--- src/rtl/fbqg_pkg.sv ---
// Shared widths, thresholds, register indexes and action codes of the
// frame budget quality governor. No dependencies.
`default_nettype none

package fbqg_pkg;

  localparam int FBQG_WINDOW_LEN = 32;

  localparam int FT_W   = 16;
  localparam int TEMP_W = 11;
  localparam int PCT_W  = 7;
  localparam int ACT_W  = 3;
  localparam int RUN_W  = 6;
  localparam int IDX_W  = 2;
  localparam int CFG_W  = 16;

  localparam logic [IDX_W-1:0] REG_BUDGET    = 2'd0;
  localparam logic [IDX_W-1:0] REG_THERMAL   = 2'd1;
  localparam logic [IDX_W-1:0] REG_INIT_SCALE = 2'd2;
  localparam logic [IDX_W-1:0] REG_INIT_QUAL  = 2'd3;

  localparam logic [FT_W-1:0]  RST_BUDGET  = 16'd16667;
  localparam logic             RST_THERMAL = 1'b1;
  localparam logic [PCT_W-1:0] RST_SCALE   = 7'd50;
  localparam logic [PCT_W-1:0] RST_QUAL    = 7'd100;

  localparam logic [TEMP_W-1:0] TEMP_HOT  = 11'd750;
  localparam logic [TEMP_W-1:0] TEMP_CRIT = 11'd850;

  localparam logic [RUN_W-1:0] RUN_MAX    = 6'd63;
  localparam logic [RUN_W-1:0] RUN_THROT  = 6'd3;
  localparam logic [RUN_W-1:0] RUN_BUDGET = 6'd5;
  localparam logic [RUN_W-1:0] RUN_UP     = 6'd30;

  localparam logic [PCT_W-1:0] PCT_FULL   = 7'd100;
  localparam logic [PCT_W-1:0] SCALE_MIN  = 7'd25;
  localparam logic [PCT_W-1:0] SCALE_MAX  = 7'd75;
  localparam logic [PCT_W-1:0] QUAL_MAX   = 7'd100;
  localparam logic [PCT_W-1:0] SCALE_DOWN = 7'd10;
  localparam logic [PCT_W-1:0] QUAL_DOWN  = 7'd15;
  localparam logic [PCT_W-1:0] PCT_UP     = 7'd5;

  localparam logic [ACT_W-1:0] ACT_NONE   = 3'd0;
  localparam logic [ACT_W-1:0] ACT_CRIT   = 3'd1;
  localparam logic [ACT_W-1:0] ACT_THROT  = 3'd2;
  localparam logic [ACT_W-1:0] ACT_BUDGET = 3'd3;
  localparam logic [ACT_W-1:0] ACT_UP     = 3'd4;

  typedef struct packed {
    logic             frame_ok;
    logic [PCT_W-1:0] scale_pct;
    logic [PCT_W-1:0] quality_pct;
    logic             throttled;
    logic [ACT_W-1:0] action;
  } fbqg_result_t;

endpackage

`default_nettype wire

--- src/rtl/fbqg_if.sv ---
// Valid/ready channel interfaces for frame beats and result beats.
// Depends on fbqg_pkg for field widths.
`default_nettype none

interface fbqg_in_if;
  import fbqg_pkg::*;
  logic              valid;
  logic              ready;
  logic [FT_W-1:0]   frame_time_us;
  logic [TEMP_W-1:0] temp_decideg;

  modport source (output valid, output frame_time_us, output temp_decideg, input ready);
  modport sink   (input valid, input frame_time_us, input temp_decideg, output ready);
endinterface

interface fbqg_out_if;
  import fbqg_pkg::*;
  logic             valid;
  logic             ready;
  logic             frame_ok;
  logic [PCT_W-1:0] scale_pct;
  logic [PCT_W-1:0] quality_pct;
  logic             throttled;
  logic [ACT_W-1:0] action;

  modport source (output valid, output frame_ok, output scale_pct, output quality_pct,
                  output throttled, output action, input ready);
  modport sink   (input valid, input frame_ok, input scale_pct, input quality_pct,
                  input throttled, input action, output ready);
endinterface

`default_nettype wire

--- src/rtl/fbqg_cell.sv ---
// One cell of the frame time window: holds one sample and passes it on
// to its neighbour on every shift. Depends on fbqg_pkg.
`default_nettype none

module fbqg_cell (
  input  logic                     clk,
  input  logic                     shift,
  input  logic [fbqg_pkg::FT_W-1:0] d,
  output logic [fbqg_pkg::FT_W-1:0] q
);
  import fbqg_pkg::*;

  always_ff @(posedge clk) begin
    if (shift) begin
      q <= d;
    end
  end

endmodule

`default_nettype wire

--- src/rtl/fbqg_window.sv ---
// Frame time window: a chain of fbqg_cell with running sum, fill count and
// budget-times-fill product; flags a low window average. Depends on fbqg_pkg.
`default_nettype none

module fbqg_window #(
  parameter int WINDOW_LEN = fbqg_pkg::FBQG_WINDOW_LEN
) (
  input  logic                      clk,
  input  logic                      rst,
  input  logic                      shift,
  input  logic [fbqg_pkg::FT_W-1:0] frame_time,
  input  logic [fbqg_pkg::FT_W-1:0] budget,
  input  logic                      budget_we,
  input  logic [fbqg_pkg::FT_W-1:0] budget_data,
  output logic                      avg_low
);
  import fbqg_pkg::*;

  localparam int FILL_W = $clog2(WINDOW_LEN + 1);
  localparam int SUM_W  = FT_W + FILL_W;
  localparam int BF_W   = FT_W + FILL_W;
  localparam int CMP_W  = SUM_W + 4;

  logic [FT_W-1:0]   taps [WINDOW_LEN+1];
  logic [SUM_W-1:0]  sum, sum_next;
  logic [FILL_W-1:0] fill, fill_next;
  logic [BF_W-1:0]   bf, bf_next;
  logic              full;
  logic [CMP_W-1:0]  sum_x10, bf_x7;

  assign taps[0] = frame_time;

  for (genvar i = 0; i < WINDOW_LEN; i++) begin : g_cell
    fbqg_cell u_cell (
      .clk   (clk),
      .shift (shift),
      .d     (taps[i]),
      .q     (taps[i+1])
    );
  end

  always_comb begin
    full      = (fill == FILL_W'(WINDOW_LEN));
    sum_next  = SUM_W'(sum + SUM_W'(frame_time) - (full ? SUM_W'(taps[WINDOW_LEN]) : '0));
    fill_next = full ? fill : FILL_W'(fill + 1'b1);
    bf_next   = full ? bf : BF_W'(bf + BF_W'(budget));
    sum_x10   = (CMP_W'(sum_next) << 3) + (CMP_W'(sum_next) << 1);
    bf_x7     = (CMP_W'(bf_next) << 3) - CMP_W'(bf_next);
    avg_low   = (sum_x10 < bf_x7);
  end

  always_ff @(posedge clk) begin
    if (rst) begin
      sum  <= '0;
      fill <= '0;
      bf   <= '0;
    end else if (budget_we) begin
      bf <= BF_W'(BF_W'(budget_data) * BF_W'(fill));
    end else if (shift) begin
      sum  <= sum_next;
      fill <= fill_next;
      bf   <= bf_next;
    end
  end

  a_fill_bound: assert property (@(posedge clk) disable iff (rst)
    fill <= FILL_W'(WINDOW_LEN))
    else $error("window fill beyond window length");

  a_empty_sum: assert property (@(posedge clk) disable iff (rst)
    fill == '0 |-> sum == '0 && bf == '0)
    else $error("empty window with non-zero sum or product");

endmodule

`default_nettype wire

--- src/rtl/fbqg_skid.sv ---
// Two-entry result buffer: output register plus skid register, so a new
// frame is taken while a result waits. Depends on fbqg_pkg and fbqg_out_if.
`default_nettype none

module fbqg_skid (
  input  logic                   clk,
  input  logic                   rst,
  input  logic                   push,
  input  fbqg_pkg::fbqg_result_t res,
  output logic                   ready,
  fbqg_out_if.source             result
);
  import fbqg_pkg::*;

  fbqg_result_t head, spare;
  logic         head_valid, spare_valid;
  logic         pop;

  assign pop   = head_valid && result.ready;
  assign ready = !spare_valid;

  assign result.valid       = head_valid;
  assign result.frame_ok    = head.frame_ok;
  assign result.scale_pct   = head.scale_pct;
  assign result.quality_pct = head.quality_pct;
  assign result.throttled   = head.throttled;
  assign result.action      = head.action;

  always_ff @(posedge clk) begin
    if (rst) begin
      head_valid  <= 1'b0;
      spare_valid <= 1'b0;
    end else if (push) begin
      if (!head_valid || pop) begin
        head       <= res;
        head_valid <= 1'b1;
      end else begin
        spare       <= res;
        spare_valid <= 1'b1;
      end
    end else if (pop) begin
      if (spare_valid) begin
        head        <= spare;
        spare_valid <= 1'b0;
      end else begin
        head_valid <= 1'b0;
      end
    end
  end

  a_spare_behind_head: assert property (@(posedge clk) disable iff (rst)
    spare_valid |-> head_valid)
    else $error("skid entry held without output entry");

endmodule

`default_nettype wire

--- src/rtl/frame_budget_quality_governor_unit.sv ---
// Frame budget quality governor, top level: run counters, scale/quality
// decision, configuration registers. Depends on fbqg_pkg, fbqg_if,
// fbqg_window, fbqg_skid.
//
// Use: one beat on the frame channel per finished frame (frame time in us,
// GPU temperature in tenths of a degree). Each accepted beat yields exactly
// one beat on the result channel: frame_ok, scale_pct, quality_pct,
// throttled and action. The user must write registers through cfg_we/
// cfg_index/cfg_data only while no frame is in flight; the block does not
// enforce it. A write to the initial scale or quality register also loads
// the current value, clamped to 100. The result is registered: it goes into
// the output register if that is free or being read, else into the skid
// entry. Throughput is one frame per cycle while frame.ready is high.
// Reset (rst, synchronous) empties the window, clears the run counters and
// the hot flag, and loads budget 16667, thermal checks on, scale 50 and
// quality 100; no clearing pass is needed, frames are taken at once.
// When the receiver stalls, a second result is held in a skid entry and
// frame.ready drops only while both entries are full.
`default_nettype none

module frame_budget_quality_governor_unit #(
  parameter int WINDOW_LEN = fbqg_pkg::FBQG_WINDOW_LEN
) (
  input  logic                        clk,
  input  logic                        rst,
  fbqg_in_if.sink                     frame,
  fbqg_out_if.source                  result,
  input  logic                        cfg_we,
  input  logic [fbqg_pkg::IDX_W-1:0]  cfg_index,
  input  logic [fbqg_pkg::CFG_W-1:0]  cfg_data
);
  import fbqg_pkg::*;

  logic [FT_W-1:0]  budget;
  logic             thermal_en;
  logic [RUN_W-1:0] over_run, under_run;
  logic [PCT_W-1:0] scale_now, quality_now;
  logic             hot_flag;

  logic [RUN_W-1:0] over_run_next, under_run_next;
  logic [PCT_W-1:0] scale_next, quality_next;
  logic             hot_flag_next;
  logic [PCT_W-1:0] down_scale, down_qual, up_scale, up_qual, cfg_pct;
  logic             over, crit, avg_low, push, buf_ready, budget_we;
  fbqg_result_t     res;

  assign push      = frame.valid && frame.ready;
  assign frame.ready = buf_ready;
  assign budget_we = cfg_we && (cfg_index == REG_BUDGET);
  assign cfg_pct   = (cfg_data[PCT_W-1:0] > PCT_FULL) ? PCT_FULL : cfg_data[PCT_W-1:0];

  fbqg_window #(.WINDOW_LEN(WINDOW_LEN)) u_window (
    .clk         (clk),
    .rst         (rst),
    .shift       (push),
    .frame_time  (frame.frame_time_us),
    .budget      (budget),
    .budget_we   (budget_we),
    .budget_data (cfg_data[FT_W-1:0]),
    .avg_low     (avg_low)
  );

  always_comb begin
    over = (frame.frame_time_us > budget);
    if (over) begin
      over_run_next  = (over_run < RUN_MAX) ? RUN_W'(over_run + 1'b1) : over_run;
      under_run_next = '0;
    end else begin
      over_run_next  = '0;
      under_run_next = (under_run < RUN_MAX) ? RUN_W'(under_run + 1'b1) : under_run;
    end
    hot_flag_next = thermal_en ? (frame.temp_decideg > TEMP_HOT) : hot_flag;
    crit          = thermal_en && (frame.temp_decideg > TEMP_CRIT);

    down_scale = (scale_now >= PCT_W'(SCALE_MIN + SCALE_DOWN)) ?
                 PCT_W'(scale_now - SCALE_DOWN) : SCALE_MIN;
    down_qual  = (quality_now >= QUAL_DOWN) ? PCT_W'(quality_now - QUAL_DOWN) : '0;
    up_scale   = ({1'b0, scale_now} + {1'b0, PCT_UP} > {1'b0, SCALE_MAX}) ?
                 SCALE_MAX : PCT_W'(scale_now + PCT_UP);
    up_qual    = ({1'b0, quality_now} + {1'b0, PCT_UP} > {1'b0, QUAL_MAX}) ?
                 QUAL_MAX : PCT_W'(quality_now + PCT_UP);

    scale_next   = scale_now;
    quality_next = quality_now;
    res.frame_ok = !over;
    res.action   = ACT_NONE;

    if (crit) begin
      scale_next   = SCALE_MIN;
      quality_next = '0;
      res.frame_ok = 1'b0;
      res.action   = ACT_CRIT;
    end else if (thermal_en && hot_flag_next && over_run_next >= RUN_THROT) begin
      scale_next     = down_scale;
      quality_next   = down_qual;
      over_run_next  = '0;
      under_run_next = '0;
      res.frame_ok   = 1'b0;
      res.action     = ACT_THROT;
    end else if (over_run_next >= RUN_BUDGET) begin
      scale_next     = down_scale;
      quality_next   = down_qual;
      over_run_next  = '0;
      under_run_next = '0;
      res.frame_ok   = 1'b0;
      res.action     = ACT_BUDGET;
    end else if (under_run_next >= RUN_UP && avg_low) begin
      scale_next     = up_scale;
      quality_next   = up_qual;
      over_run_next  = '0;
      under_run_next = '0;
      res.frame_ok   = 1'b1;
      res.action     = ACT_UP;
    end

    res.scale_pct   = scale_next;
    res.quality_pct = quality_next;
    res.throttled   = hot_flag_next;
  end

  always_ff @(posedge clk) begin
    if (rst) begin
      budget      <= RST_BUDGET;
      thermal_en  <= RST_THERMAL;
      over_run    <= '0;
      under_run   <= '0;
      scale_now   <= RST_SCALE;
      quality_now <= RST_QUAL;
      hot_flag    <= 1'b0;
    end else if (cfg_we) begin
      case (cfg_index)
        REG_BUDGET:     budget      <= cfg_data[FT_W-1:0];
        REG_THERMAL:    thermal_en  <= cfg_data[0];
        REG_INIT_SCALE: scale_now   <= cfg_pct;
        REG_INIT_QUAL:  quality_now <= cfg_pct;
        default: ;
      endcase
    end else if (push) begin
      over_run    <= over_run_next;
      under_run   <= under_run_next;
      scale_now   <= scale_next;
      quality_now <= quality_next;
      hot_flag    <= hot_flag_next;
    end
  end

  fbqg_skid u_skid (
    .clk    (clk),
    .rst    (rst),
    .push   (push),
    .res    (res),
    .ready  (buf_ready),
    .result (result)
  );

  a_crit_forces_min: assert property (@(posedge clk) disable iff (rst)
    push && crit |=> scale_now == SCALE_MIN && quality_now == '0)
    else $error("critical temperature did not force minimum setting");

  a_step_clears_runs: assert property (@(posedge clk) disable iff (rst)
    push && !cfg_we && (res.action == ACT_THROT || res.action == ACT_BUDGET ||
                        res.action == ACT_UP)
    |=> over_run == '0 && under_run == '0)
    else $error("run counters not cleared after a step");

  a_runs_exclusive: assert property (@(posedge clk) disable iff (rst)
    over_run == '0 || under_run == '0)
    else $error("over and under runs both non-zero");

endmodule

`default_nettype wire
--- src/flat_wrapper.sv ---
// flat-port wrapper written by rule: the top's interface ports become plain ports
module frame_budget_quality_governor_unit_flat import fbqg_pkg::*;
#(
  parameter int WINDOW_LEN = fbqg_pkg::FBQG_WINDOW_LEN
)
  (clk, rst, cfg_we, cfg_index, cfg_data, frame_valid, frame_frame_time_us, frame_temp_decideg, frame_ready, result_valid, result_frame_ok, result_scale_pct, result_quality_pct, result_throttled, result_action, result_ready);
  fbqg_in_if frame_i ();
  fbqg_out_if result_i ();
  input  logic clk;
  input  logic rst;
  input  logic cfg_we;
  input  logic [fbqg_pkg::IDX_W-1:0] cfg_index;
  input  logic [fbqg_pkg::CFG_W-1:0] cfg_data;
  input wire logic [$bits(frame_i.valid)-1:0] frame_valid;
  input wire logic [$bits(frame_i.frame_time_us)-1:0] frame_frame_time_us;
  input wire logic [$bits(frame_i.temp_decideg)-1:0] frame_temp_decideg;
  output wire logic [$bits(frame_i.ready)-1:0] frame_ready;
  output wire logic [$bits(result_i.valid)-1:0] result_valid;
  output wire logic [$bits(result_i.frame_ok)-1:0] result_frame_ok;
  output wire logic [$bits(result_i.scale_pct)-1:0] result_scale_pct;
  output wire logic [$bits(result_i.quality_pct)-1:0] result_quality_pct;
  output wire logic [$bits(result_i.throttled)-1:0] result_throttled;
  output wire logic [$bits(result_i.action)-1:0] result_action;
  input wire logic [$bits(result_i.ready)-1:0] result_ready;
  assign frame_i.valid = frame_valid;
  assign frame_i.frame_time_us = frame_frame_time_us;
  assign frame_i.temp_decideg = frame_temp_decideg;
  assign frame_ready = frame_i.ready;
  assign result_valid = result_i.valid;
  assign result_frame_ok = result_i.frame_ok;
  assign result_scale_pct = result_i.scale_pct;
  assign result_quality_pct = result_i.quality_pct;
  assign result_throttled = result_i.throttled;
  assign result_action = result_i.action;
  assign result_i.ready = result_ready;
  frame_budget_quality_governor_unit #(.WINDOW_LEN(WINDOW_LEN)) u_core (.clk(clk), .rst(rst), .frame(frame_i), .result(result_i), .cfg_we(cfg_we), .cfg_index(cfg_index), .cfg_data(cfg_data));
endmodule
--- config.mk ---
export PLATFORM = sky130hd
export DESIGN_NAME = frame_budget_quality_governor_unit_flat
export DESIGN_NICKNAME = d
export VERILOG_FILES = /design/src/rtl/fbqg_pkg.sv /design/src/rtl/fbqg_if.sv /design/src/rtl/fbqg_cell.sv /design/src/rtl/fbqg_window.sv /design/src/rtl/fbqg_skid.sv /design/src/rtl/frame_budget_quality_governor_unit.sv /design/src/flat_wrapper.sv
export SDC_FILE = /design/constraint.sdc
export NUM_CORES = 1
export LEC_CHECK = 0
export BUFFER_PORTS_ARGS = -buffer_cell sky130_fd_sc_hd__buf_2
export CORE_MARGIN = 8
export CORE_UTILIZATION = 57
export DETAILED_ROUTE_END_ITERATION = 16
export GPL_TIMING_DRIVEN = 0
export PLACE_DENSITY = 0.77
export SKIP_CTS_REPAIR_TIMING = 1
export SLEW_MARGIN = 20
export SYNTH_ARGS = -nofsm -noshare
export SYNTH_HDL_FRONTEND = slang
export SYNTH_HIERARCHICAL = 1
export SYNTH_SLANG_ARGS = --single-unit
--- constraint.sdc ---
create_clock -name clk -period 14.8 [get_ports clk]
set_input_delay 0.74 -clock clk [delete_from_list [all_inputs] [get_ports clk]]
set_output_delay 0.74 -clock clk [all_outputs]
set_load 0.005 [all_outputs]
==> flow_metrics.env <==
export IMPL_synth_seq_cells=646
export IMPL_met3WireLength_microns=4890
export IMPL_drt_pass1_iter_count=5
export IMPL_cp_depth=45
export IMPL_hpwl_microns=45500
export IMPL_synth_distinct_cells=99
export IMPL_antenna_cells=0
export IMPL_crit_path_end_kind="flop"
export IMPL_place_inst=3200
export IMPL_crit_family="compound AO/OA/AOI/OAI gates"
export IMPL_grt_pass1_vias=19500
export IMPL_maxCapViolations=0
export IMPL_ios=71
export IMPL_placementRows=85
export IMPL_ant_nets=0
export IMPL_setup_ws_ps=3730
export IMPL_cts_buffer_depth=3
export IMPL_synth_edff_count=550
export IMPL_synth_warnings=6
export IMPL_syn_avg_cell_area_sq_um=12.6
export IMPL_yosysTopAreaCellShare=0.539
export IMPL_wl_met1_microns=28800
export IMPL_synth_area_leaders="edfxtp_1 (54%), ha_1 (6.4%), dfxtp_1 (6.3%)"
export IMPL_gp_congestion=0.947
export IMPL_worstPathArrival_ps=11410
export IMPL_final_layout_size_suffix_gt1_frac=0.0967
export IMPL_wl_per_cell_microns=19.7
export IMPL_status="finished clean"
export IMPL_syn2layout_area_growth_pct=11.9
export IMPL_core_sq_um=53500
export IMPL_slew_violations=0
export IMPL_dr_first_iter_drc_count=1657
export IMPL_crit_path_max_incr_delay_ps=680
export IMPL_ctsHtreeMaxLevel=3
export IMPL_mostFrequentLayoutCell="edfxtp_1"
export IMPL_pre_cts_ws_ps=4130
export IMPL_setup_tns_ps=0
export IMPL_worst_path_buf_inv=5
export IMPL_root_buffer="clkbuf_16"
export IMPL_fin_crit_sh=0.748
export IMPL_layout_common_cells="edfxtp_1 (550), nand2_1 (238), inv_1 (208)"
export IMPL_cts_num_sinks=646
export IMPL_chipWidth_microns=248
export IMPL_cts_made_buffers=67
export IMPL_syn_nets=2707
export IMPL_path_clk_slew_ps=60
export IMPL_finClkSkew_ps=28.6
export IMPL_grt_pass1_wl_microns=103000
export IMPL_nFillCells=3936
export IMPL_ir_drop_mv=0.202
export IMPL_synth_area_leader_cell="edfxtp_1"
export IMPL_crit_path_max_fanout=10
export IMPL_path_class="flop to flop"
export IMPL_setup_viol=0
export IMPL_grt_max_degree=67
export IMPL_min_period_ps=11070
export IMPL_clock_latency_ps=610
export IMPL_antenna_found_initial=0
export IMPL_vias_per_cell=5.85
export IMPL_worstHoldPathCells=0
export IMPL_routed_wl_met2_microns=29900
export IMPL_vias=19400
export IMPL_worst_r2r_cell_count=45
export IMPL_syn_area_sq_um=30700
export IMPL_slowest_stage="nor4b_4"
export IMPL_grt_overflow=0
export IMPL_powerDensity_nw_per_um2=192
export IMPL_synthArstFlopShare=0
export IMPL_ys_seq_area_frac=0.601
export IMPL_highest_layer="met4"
export IMPL_finalHoldViolCount=0
export IMPL_start_util=0.573
export IMPL_fin_util=0.642
export IMPL_fin_cells=3323
export IMPL_startpoint_type="flop"
export IMPL_relSlewSlack=0.387
export IMPL_p_leak_nw=13.4
export IMPL_track_usage=0.214
export IMPL_dieArea_sq_um=61500
export IMPL_wl_microns=65500
export IMPL_ys_dominant_reg_cell="edfxtp_1"
export IMPL_min_path_type="flop to flop"
export IMPL_grt_setup_unrepaired="no"
export IMPL_nets=2855
export IMPL_max_freq_mhz=90.3
export IMPL_drcViolationCount=0
export IMPL_cp_required_ps=15130
export IMPL_fp_dieH_microns=248
export IMPL_io_buffers=70
export IMPL_cts_tree="done"
export IMPL_tightestPinTransition_ps=920
export IMPL_syn_inst=2425
## Yosys cell counts (all sizes together), types with 31 or more instances
library cell	n
a211oi	40
a21o	31
a21oi	154
and2	31
and3	42
clkbuf	66
dfxtp	96
edfxtp	550
fa	75
ha	157
inv	208
nand2	239
nand3	40
nor2	131
nor3	32
o21ai	69
xnor2	67
xor2	42
## power by group
| part | switching, mW | internal [mW] | total, mW |
|---|---|---|---|
| clock network | 0.686 | 0.971 | 1.66 |
| logic | 1.58 | 1.14 | 2.72 |
| registers | 0.0574 | 2.15 | 2.21 |
## layer usage
layer,global-route usage,vias to the layer above
li1,-,9102
met1,0.291,9470
met2,0.336,725
met3,0.0504,144
met4,0.0773,0
met5,0,-
## stage by stage
stage	instance area (sq um)	hold WS [ps]	total power, mW
3_5_place_dp	32100	405	4.89
2_1_floorplan	30700	400	4.32
4_1_cts	34300	404	6.58
6_report	34300	404	6.59
3_3_place_gp	31900	401	4.78
5_1_grt	34300	410	7.04
## path summary, 6_finish.rpt
| kind | slack, ps | end | from |
|---|---|---|---|
| max | 3730 | u_core/u_skid/result.scale_pct[5]$_DFFE_PP_ | u_core/u_window/fill[0]$_SDFFE_PP0P_ |
| min | 400 | u_core/u_window/g_cell[29].u_cell/q[5]$_DFFE_PP_ | u_core/u_window/g_cell[28].u_cell/q[5]$_DFFE_PP_ |
| max reg2reg | 3730 | u_core/u_skid/result.scale_pct[5]$_DFFE_PP_ | u_core/u_window/fill[0]$_SDFFE_PP0P_ |
| min reg2reg | 400 | u_core/u_window/g_cell[29].u_cell/q[5]$_DFFE_PP_ | u_core/u_window/g_cell[28].u_cell/q[5]$_DFFE_PP_ |
## cell type report
type,count,area (sq um),area share
buffer,82,368,0.0107
clock buffer,83,1780,0.0518
clock inverter,40,412,0.0120
inverter,208,781,0.0227
multi-input combinational,1489,11100,0.323
sequential,646,18400,0.537
tap,696,871,0.0254
timing repair buffer,79,582,0.0170
## flip-flops by register name (all words and copies together) (netlist names), 6 cells and up
signal / cells
u_core/over_run: 6
u_core/under_run: 6
u_core/scale_now: 7
u_core/u_window/bf: 22
u_core/u_skid/result.quality_pct: 7
u_core/u_window/fill: 6
u_core/budget: 16
u_core/u_skid/result.scale_pct: 7
u_core/quality_now: 7
u_core/u_window/sum: 22
u_core/u_skid/spare: 19
u_core/u_window/g_cell.u_cell/q: 512
## logic make-up after synthesis
kind of cell,after synthesis,share of synthesized area
xor+xnor,109,0.0316
mux,33,0.0116
compound gates,467,0.103
buf+inv,290,0.0375
flops,646,0.601
simple gates,648,0.102
fa+ha+maj,232,0.113
(Power assumes the default switching activity.)
